==> src/design/sdcf_isqrt_pipe.sv <==
// Pipelined integer square root, one result bit per register stage.
// Generic unit; a tag vector rides along with each item. No package use.
`default_nettype none

module sdcf_isqrt_pipe #(
  parameter int IN_W  = 64,
  parameter int OUT_W = 32,
  parameter int TAG_W = 1
) (
  input  logic             clk,
  input  logic             rst_n,
  input  logic             in_valid,
  input  logic [IN_W-1:0]  in_val,
  input  logic [TAG_W-1:0] in_tag,
  output logic             out_valid,
  output logic [OUT_W-1:0] out_root,
  output logic [TAG_W-1:0] out_tag
);

  localparam int EW = 2 * OUT_W + 1;

  logic             valid_r [OUT_W];
  logic [IN_W-1:0]  rem_r   [OUT_W];
  logic [OUT_W-1:0] root_r  [OUT_W];
  logic [TAG_W-1:0] tag_r   [OUT_W];

  genvar k;
  for (k = 0; k < OUT_W; k++) begin : g_stage
    localparam int B = OUT_W - 1 - k;
    logic             v_in;
    logic [IN_W-1:0]  rem_in;
    logic [OUT_W-1:0] root_in;
    logic [TAG_W-1:0] tag_in;
    logic [EW-1:0]    trial;
    logic [EW-1:0]    rem_ext;
    logic             take;
    logic [IN_W-1:0]  rem_nxt;
    logic [OUT_W-1:0] root_nxt;

    if (k == 0) begin : g_first
      assign v_in    = in_valid;
      assign rem_in  = in_val;
      assign root_in = '0;
      assign tag_in  = in_tag;
    end else begin : g_next
      assign v_in    = valid_r[k-1];
      assign rem_in  = rem_r[k-1];
      assign root_in = root_r[k-1];
      assign tag_in  = tag_r[k-1];
    end

    // (root + 2^B)^2 - root^2 = root*2^(B+1) + 2^(2B)
    always_comb begin
      trial    = (EW'(root_in) << (B + 1)) + (EW'(1) << (2 * B));
      rem_ext  = EW'(rem_in);
      take     = (rem_ext >= trial);
      rem_nxt  = take ? IN_W'(rem_ext - trial) : rem_in;
      root_nxt = take ? (root_in | (OUT_W'(1) << B)) : root_in;
    end

    always_ff @(posedge clk) begin
      if (!rst_n) begin
        valid_r[k] <= 1'b0;
      end else begin
        valid_r[k] <= v_in;
      end
      rem_r[k]  <= rem_nxt;
      root_r[k] <= root_nxt;
      tag_r[k]  <= tag_in;
    end
  end

  assign out_valid = valid_r[OUT_W-1];
  assign out_root  = root_r[OUT_W-1];
  assign out_tag   = tag_r[OUT_W-1];

endmodule

`default_nettype wire

==> config.mk <==
export PLATFORM = sky130hd
export DESIGN_NAME = sdcf_isqrt_pipe
export DESIGN_NICKNAME = d
export VERILOG_FILES = /design/src/design/sdcf_isqrt_pipe.sv
export SDC_FILE = /design/constraint.sdc
export NUM_CORES = 2
export LEC_CHECK = 0
export ABC_AREA = 0
export BUFFER_PORTS_ARGS = -buffer_cell sky130_fd_sc_hd__buf_2
export CAP_MARGIN = 20
export CORE_UTILIZATION = 60
export DETAILED_ROUTE_END_ITERATION = 12
export PLACE_DENSITY = 0.76
export SKIP_CTS_REPAIR_TIMING = 1
export SYNTH_ARGS = -nofsm -noshare
export SYNTH_HDL_FRONTEND = slang
export SYNTH_SLANG_ARGS = --single-unit
==> constraint.sdc <==
create_clock -name clk -period 4.7 [get_ports clk]
set_clock_uncertainty 0.15 [all_clocks]
set_input_delay 0 -clock clk [delete_from_list [all_inputs] [get_ports clk]]
set_output_delay 0 -clock clk [all_outputs]
set_load 0.01 [all_outputs]
==> flow_summary.json <==
{
  "peakVddDrop_mv": 0.5008,
  "netlist_area_um2": 96310,
  "cp-end-kind": "flip-flop",
  "drc_errors": 0,
  "final_common_cell": "dfxtp_1",
  "overflow": 0,
  "grt_pass1_vias": 68652,
  "synth_cells": 9623,
  "crit_path_start_kind": "flip-flop",
  "rsz0062_at_grt": "false",
  "synth_top_flop_cell": "dfxtp_1",
  "use_met3_pct": 4.370,
  "status": "finished clean",
  "die_y_um": 402.7,
  "cap_violations": 0,
  "p_leak_nw": 50.22,
  "core_um2": 158900,
  "critPathMaxFanout": 5,
  "wire_per_inst_um": 19.33,
  "clk_latency_ns": 0.91,
  "syn2layout_area_growth_pct": 13.54,
  "clk_path_buf_depth": 3,
  "start_util_pct": 60.60,
  "final_cell_mix": "2576 x dfxtp_1, 697 x inv_1, 628 x nor2_1",
  "async_flop_share_pct": 0,
  "hp-class": "in -> reg",
  "grt_use_total_pct": 27.98,
  "portBuffers": 101,
  "yosys_register_bits": 2576,
  "fin_crit_ns": 4.572,
  "cp.required_ns": 5.31,
  "final_util_pct": 68.81,
  "ys_seq_area_share_pct": 53.54,
  "dr.pass1.iters": 8,
  "vias_per_cell": 5.748,
  "postLayoutCellArea_um2": 109400,
  "io_pins": 102,
  "cts.sinks": 2576,
  "grt_antenna_before_repair": 11,
  "hpwl_um": 175900,
  "first_iter_violations": 5727,
  "arrival_ns": 5.18,
  "placed_area_um2": 99210,
  "setup_viol": 0,
  "rows": 146,
  "finalHoldViolations": 0,
  "synth_nets": 10249,
  "cts_buffers": 237,
  "grt_max_degree": 54,
  "ant_nets": 0,
  "vias": 70501,
  "drv_slew": 0,
  "synth-edff-count": 0,
  "clock.fmax_ghz": 0.2187,
  "gp_congestion": 0.9848,
  "chipWidth_um": 402.7,
  "drive_gt1_share_pct": 7.283,
  "fin_crit_sh_pct": 97.27,
  "max_slew_margin_pct": 22.15,
  "fillers": 11662,
  "fin_nets": 10598,
  "clk_pin_slew_ns": 0.06,
  "grtUsageMet1_pct": 36.37,
  "syn-mean-instance-area_um2": 10.01,
  "grtUsageMet2_pct": 48.17,
  "p_per_area_nw_per_um2": 619.6,
  "worstSetupPathType": "reg -> reg",
  "wl_um": 237100,
  "yosys_warnings": 0,
  "cts_root_buffer": "clkbuf_16",
  "dp_slack_ns": 0.3760,
  "die_area_um2": 162100,
  "grt_pass1_wl_um": 365600,
  "worst_slack_ns": 0.1281,
  "cts_max_level": 4,
  "timing.setup.tns_ns": 0,
  "worstMarginPinSlew_ns": 1.157,
  "cts_tree": "done",
  "synth_cell_types": 90,
  "busiest_layer": "met2"
}
cells in the mapped netlist, types with 108 or more instances:
library cell / number / area [um^2]
nand2_1: 612 / 2297
nand4_1: 156 / 975.9
clkbuf_1: 157 / 589.3
ha_1: 558 / 6982
nor2_1: 630 / 2365
inv_1: 697 / 2616
nand3_1: 154 / 770.7
o21ai_0: 429 / 2147
a21o_1: 242 / 1817
nor3_1: 269 / 1346
nor4_1: 339 / 2121
xor2_1: 419 / 3670
or3_1: 110 / 688.2
xnor2_1: 454 / 3976
dfxtp_1: 2576 / 51570
a21oi_1: 603 / 3018
nand2b_1: 108 / 675.7
power by group:
group / total [mW] / internal [mW] / switching, mW
Combinational: 16.1 / 7.08 / 8.98
Sequential: 31.0 / 26.7 / 4.34
Clock: 20.7 / 12.0 / 8.65
Total: 67.8 / 45.8 / 22.0
worst max-delay path, cell delays in order (launching register included):
cell and delay [ns]:
dfxtp_1 0.38, inv_1 0.06, ha_1 0.35, nand2_1 0.15, nor4_1 1.00, a22oi_1 0.31, a21o_1 0.28, o21ai_0 0.17
buf_4 0.18, a21oi_4 0.06, a2111oi_1 0.59, nand4b_1 0.31, nor3_1 0.26, xor2_1 0.18
registers in the layout, summed over array words and instances (netlist names):
signal,cells
tag_r,32
root_r,528
rem_r,1984
valid_r,32
final timing paths:
check / slack [ns] / end / start / depth (start not counted)
worst min-delay path: 0.02 / valid_r[31] / rst_n / 3
worst max register to register: 0.13 / rem_r[29][54] / root_r[28][13] / 13
worst min register to register: 0.12 / root_r[29][12] / root_r[28][12] / 0
worst max-delay path: 0.13 / rem_r[29][54] / root_r[28][13] / 13
layer usage:
| layer | routed length (um) | vias up |
|---|---|---|
| li1 | - | 34212 |
| met1 | 101800 | 33688 |
| met2 | 115200 | 2141 |
| met3 | 13960 | 458 |
| met4 | 6117 | 2 |
| met5 | 13 | - |
cell families after synthesis:
family	synth area share [%]
AO/OA/AOI/OAI	11.56
XOR/XNOR	7.939
adder cells (fa/ha/maj)	7.249
buffers and inverters	3.466
flip-flops	53.54
multiplexers	0.9354
AND/OR/NAND/NOR	15.31
final cells by class:
type                            instances  area [um^2]  share of cell area (%)
Multi-Input combinational cell       6163        41480                   37.94
Inverter                              699         2624                   2.399
Clock buffer                          319         6769                   6.190
Antenna cell                            5        12.51                 0.01144
Clock inverter                        136         1979                   1.810
Tap cell                             2072         2592                   2.371
Sequential cell                      2576        51570                   47.16
Timing Repair Buffer                  295         2322                   2.124
per-stage QoR:
stage,hold slack [ns],std cells,power (mW)
floorplan,-0.1223,9623,41.83
global placement,-0.03754,11667,46.52
detailed placement,-0.04185,11667,46.89
CTS,-1.017,12122,67.57
global route,0.04229,12260,71.13
finish,0.01688,12265,67.76
(Power assumes the default switching activity.)
