==> src/design/sdcf_div_pipe.sv <==
// Pipelined restoring divider, one quotient bit per register stage.
// Generic unit; needs num < den * 2^Q_W. No package use.
`default_nettype none

module sdcf_div_pipe #(
  parameter int NUM_W = 49,
  parameter int DEN_W = 32,
  parameter int Q_W   = 17,
  parameter int TAG_W = 1
) (
  input  logic             clk,
  input  logic             rst_n,
  input  logic             in_valid,
  input  logic [NUM_W-1:0] in_num,
  input  logic [DEN_W-1:0] in_den,
  input  logic [TAG_W-1:0] in_tag,
  output logic             out_valid,
  output logic [Q_W-1:0]   out_quot,
  output logic [TAG_W-1:0] out_tag
);

  localparam int EW = (NUM_W > DEN_W + Q_W) ? NUM_W : DEN_W + Q_W;

  logic             valid_r [Q_W];
  logic [NUM_W-1:0] rem_r   [Q_W];
  logic [DEN_W-1:0] den_r   [Q_W];
  logic [Q_W-1:0]   quot_r  [Q_W];
  logic [TAG_W-1:0] tag_r   [Q_W];

  genvar k;
  for (k = 0; k < Q_W; k++) begin : g_stage
    localparam int B = Q_W - 1 - k;
    logic             v_in;
    logic [NUM_W-1:0] rem_in;
    logic [DEN_W-1:0] den_in;
    logic [Q_W-1:0]   quot_in;
    logic [TAG_W-1:0] tag_in;
    logic [EW-1:0]    trial;
    logic [EW-1:0]    rem_ext;
    logic             take;
    logic [NUM_W-1:0] rem_nxt;
    logic [Q_W-1:0]   quot_nxt;

    if (k == 0) begin : g_first
      assign v_in    = in_valid;
      assign rem_in  = in_num;
      assign den_in  = in_den;
      assign quot_in = '0;
      assign tag_in  = in_tag;
    end else begin : g_next
      assign v_in    = valid_r[k-1];
      assign rem_in  = rem_r[k-1];
      assign den_in  = den_r[k-1];
      assign quot_in = quot_r[k-1];
      assign tag_in  = tag_r[k-1];
    end

    always_comb begin
      trial    = EW'(den_in) << B;
      rem_ext  = EW'(rem_in);
      take     = (rem_ext >= trial);
      rem_nxt  = take ? NUM_W'(rem_ext - trial) : rem_in;
      quot_nxt = take ? (quot_in | (Q_W'(1) << B)) : quot_in;
    end

    always_ff @(posedge clk) begin
      if (!rst_n) begin
        valid_r[k] <= 1'b0;
      end else begin
        valid_r[k] <= v_in;
      end
      rem_r[k]  <= rem_nxt;
      den_r[k]  <= den_in;
      quot_r[k] <= quot_nxt;
      tag_r[k]  <= tag_in;
    end
  end

  assign out_valid = valid_r[Q_W-1];
  assign out_quot  = quot_r[Q_W-1];
  assign out_tag   = tag_r[Q_W-1];

endmodule

`default_nettype wire

==> config.mk <==
export PLATFORM = sky130hd
export DESIGN_NAME = sdcf_div_pipe
export DESIGN_NICKNAME = d
export VERILOG_FILES = /design/src/design/sdcf_div_pipe.sv
export SDC_FILE = /design/constraint.sdc
export NUM_CORES = 2
export LEC_CHECK = 0
export BUFFER_PORTS_ARGS = -buffer_cell sky130_fd_sc_hd__buf_4
export CORE_ASPECT_RATIO = 0.7
export CORE_MARGIN = 3
export CORE_UTILIZATION = 40
export CTS_CLUSTER_SIZE = 28
export DETAILED_ROUTE_END_ITERATION = 6
export MAX_ROUTING_LAYER = met4
export PLACE_DENSITY = 0.62
export SLEW_MARGIN = 0
export SYNTH_ARGS = -nofsm -noshare
export SYNTH_HDL_FRONTEND = slang
export SYNTH_SLANG_ARGS = --single-unit
==> constraint.sdc <==
create_clock -name clk -period 4.6 [get_ports clk]
set_clock_uncertainty 0.1 [all_clocks]
set_input_delay 0.92 -clock clk [delete_from_list [all_inputs] [get_ports clk]]
set_output_delay 0.92 -clock clk [all_outputs]
set_load 0.005 [all_outputs]
==> qor.csv <==
stage,metric,value,unit
critical_path,Worst Path Max Fanout,4,
yosys,Main synth FF type,dfxtp_1,
power,Clk pwr share,21.5,%
route,wire per inst,20.89,um
route,final routed DRC violation total,0,
hold_path,Hold/Removal Path Class,in2reg,
yosys,Ys Warns,0,
clock_network,Worst-Skew Late Latency,0.82,ns
yosys,synth unique cells,90,
run_status,status,"finished, final reports clean",
route,Routed Antenna Nets,0,
place,RePlAce Congestion,0.9656,
floorplan,site row count,127,
clock_network,hold buffer count at CTS,0,
layout,Seq. cell area,0.02969,mm2
yosys,"flops & latches, synth",1483,
layout,fillcell total,16661,
route,DR pass1 iterations,6,
clock_network,maximum clock insertion buffer count,3,
clock_network,"Reg clk slew, reported paths",0.06,ns
critical_path,worst setup path class,reg2reg,
yosys,Mapped Nets,8551,
clock_network,clock buffer count from CTS,153,
floorplan,io pins,104,
critical_path,CP startpoint,rem_r[0][255]$_DFF_P_,
global_routing,largest net degree at the start of global routing,64,
critical_path,"CP delay by family, top",compound AO/OA/AOI/OAI gates,
layout,P&R area growth vs syn,13.60,%
yosys,"Seq/Total Area, Yosys",42.45,%
timing,RSZ-0062 raised after global routing,no,
yosys,Post-Synthesis Cell Area,0.06993,mm2
timing,final setup fails,0,
power,Final Power,61.63,mW
timing,Worst Tran Pin Value,1.268,ns
timing,Slew HR,14.39,%
clock_network,CTS Sinks,1483,
floorplan,Initial Util,40.56,%
global_routing,Total Routing Usage GR,24.45,%
critical_path,Crit path largest cell delay,0.82,ns
yosys,Synth top area share,42.45,%
critical_path,CP dominant cell by count,o21ai_0,
floorplan,Die X,505.8,um
power,Flop pwr share,31.1,%
critical_path,CP startpoint kind,register,
place,I/O Buffers,103,
flow_run,MaxCap Viol Count,0,
timing,Final min period,4.356,ns
yosys,top cell type by total area after synthesis,dfxtp_1,
timing,final hold violation count,0,
route,drt total wl,219.5,mm
critical_path,worst r2r src,rem_r[0][255]$_DFF_P_,
place,Area after DPL,0.07391,mm2
route,vias per cell,5.486,
critical_path,worst path arrival time,4.92,ns
power,Int Power,36.00,mW
power,Switching Share,41.58,%
floorplan,die height,355.8,um
floorplan,Die ar.,0.1800,mm2
timing,final period utilization,94.71,%
route,Initial DRC Count,6410,
timing,Pins Over Slew Limit,0,
yosys,Gate Count Post-Synth,7906,
critical_path,worst-path cell chain,inv_1 -> ha_1 -> fa_1 -> nor2b_1 -> o31a_1 -> or4_1 -> a31oi_1 -> o21ai_0 -> o211ai_1 -> a21boi_0 -> o21ai_0 -> a31o_2,
power,maximum vdd drop,0.0004254,V
floorplan,core area,0.1724,mm2
critical_path,CP required,5.16,ns
clock_network,CTS Root Cell,clkbuf_16,
hold_path,start point of the worst min-delay path,in_den[10],
layout,final net count,8685,
critical_path,crit end category,register,
layout,"Non-Filler Cell Area, Final",0.07945,mm2
global_routing,first-pass GRT wire length,329.5,mm
route,vias,57635,
global_routing,vias in the first global route,52413,
critical_path,Worst Path Buf+Inv,1,
timing,FMAX,229.5,MHz
critical_path,Crit-path slowest cell,o21ai_0,
place,hpwl dp,177.2,mm
yosys,Syn Area/Cell,8.845,um2
global_routing,initial antenna violation count,12,
layout,area of the multi-input gates,0.03664,mm2
power,combinational share of power,47.4,%
power,NetSw,25.63,mW
yosys,"EDFF count, synth",0,
power,power density cells,775.7,mW/mm2
yosys,top post-synthesis cells by area,"dfxtp_1 (42%), ha_1 (9.7%), a21oi_1 (5.4%)",
clock_network,Post-CTS Setup Bufs,0,
global_routing,grt total ovfl,0,
clock_network,CTS tree,yes,
power,P_leak,35.58,nW
layout,layout cells sized above 1,8.112,%
clock_network,H-tree level count,4,
yosys,Post-synth ARST share,0,%
==> final cells by class <==
type                       count  share of cell area [%]
multi-input combinational   5453                   46.12
sequential                  1483                   37.37
clock buffer                 213                   5.558
tap                         2322                   3.657
inverter                     693                   3.274
timing repair buffer         256                   2.640
clock inverter                63                   1.317
antenna                       22                 0.06930
==> kinds of logic after synthesis <==
| family | synth area share [%] |
|---|---|
| compound gates | 19.10 |
| buf+inv | 5.282 |
| mux | 1.165 |
| xor+xnor | 6.813 |
| fa+ha+maj | 10.19 |
| simple gates | 14.99 |
| flops | 42.45 |
==> worst register-to-register path, delay by kind of cell (launching register included) <==
kind	cells	cell delay [ns]
compound gates	7	2.79
fa+ha+maj	2	0.63
simple gates	2	0.34
flops	1	0.33
buf+inv	1	0.05
==> through the flow <==
step	TNS, ns	hold WS [ns]	cells	worst slack (ns)	utilization [%]
global route	0	0.07421	10502	0.1084	46.08
finish	0	0.1255	10505	0.2436	46.08
detailed placement	-1.438	0.2121	10207	-0.1930	42.87
global placement	-0.2900	0.2098	10207	-0.07211	42.87
floorplan	0	0.2096	7906	0.9455	-
CTS	0	0.05061	10483	0.2648	46.04
==> registers in the layout (all words and copies together), names as in the netlist <==
name,flops
quot_r,153
valid_r,17
den_r,512
rem_r,784
tag_r,17
==> final timing paths <==
kind	to	slack, ns	depth (start not counted)
setup reg to reg	rem_r[0][332]$_DFF_P_	0.24	12
hold reg to reg	quot_r[0][132]$_DFF_P_	0.22	0
hold / removal	den_r[0][10]$_DFF_P_	0.13	1
setup / recovery	rem_r[0][332]$_DFF_P_	0.24	12
==> cells in the mapped netlist, types with 16 or more instances <==
library cell  instances
o31ai_1              54
xnor2_1             287
o41ai_1              16
xor2_1              257
and2_1               45
or2_2                31
clkbuf_1            238
nand3_1             172
nor3_1              121
fa_1                 16
ha_1                544
o21bai_1             65
and4_1               24
o21a_1               73
o211ai_1             51
o31a_1               20
a21oi_1             756
buf_2                18
nand2b_1             86
a31o_2               21
nand2_1             544
a21o_1              295
nand4_1             130
nand4b_1             22
a211oi_1             53
nand3b_1             22
dfxtp_1            1483
a21boi_0             19
a2111oi_0            23
a221oi_1             19
nor4_1               88
buf_1                16
a31oi_1              76
and3_1               64
o21ai_0             464
nor4b_1              17
a211o_1              17
nor2b_1              63
nor2_1              564
inv_1               690
mux2_2               63
or3_1                61
or4_1                23
==> power by group through the flow <==
| stage | clock network, mW | logic (mW) | registers (mW) |
|---|---|---|---|
| final | 13.2 | 29.2 | 19.2 |
| after global routing | 14.2 | 31.9 | 19.5 |
| after CTS | 13.6 | 28.2 | 19.1 |
| after detailed placement | 0 | 28.0 | 19.4 |
| after global placement | 0 | 27.9 | 19.4 |
| after floorplan | 0 | 20.3 | 18.3 |
==> repair_timing <==
item | 4_1_cts | 5_1_grt
endpoints found under the setup margin | 10 | 16
pin swaps | 0 | 0
gates resized for setup | 1 | 2
==> routing by layer <==
metal / track usage, % / share of wire (%)
met2: 24.43 / 30
met3: 10.75 / 13
met1: 40.91 / 56
met5: - / 0
met4: 3.633 / 1.0
==> cell usage in the layout, fill, tap and decap left out, types with 32 or more instances in the layout <==
cell type | netlist | final
mux2_2 | 63 | 63
o21a_1 | 73 | 72
nand2b_1 | 86 | 86
nand3_1 | 172 | 171
nor2_1 | 564 | 564
nand2_1 | 544 | 542
o211ai_1 | 51 | 51
or3_1 | 61 | 61
a21oi_1 | 756 | 756
inv_1 | 690 | 690
a211oi_1 | 53 | 53
clkbuf_16 | 0 | 154
ha_1 | 544 | 544
o21ai_0 | 464 | 464
o31ai_1 | 54 | 54
o21bai_1 | 65 | 65
clkbuf_8 | 0 | 34
or2_2 | 31 | 32
nor4_1 | 88 | 82
nor3_1 | 121 | 121
dfxtp_1 | 1483 | 1483
and2_1 | 45 | 45
a31oi_1 | 76 | 75
nand4_1 | 130 | 130
xnor2_1 | 287 | 287
buf_4 | 2 | 242
nor2b_1 | 63 | 63
a21o_1 | 295 | 295
xor2_1 | 257 | 257
and3_1 | 64 | 64
No activity file was read; power rests on OpenSTA's default activity.
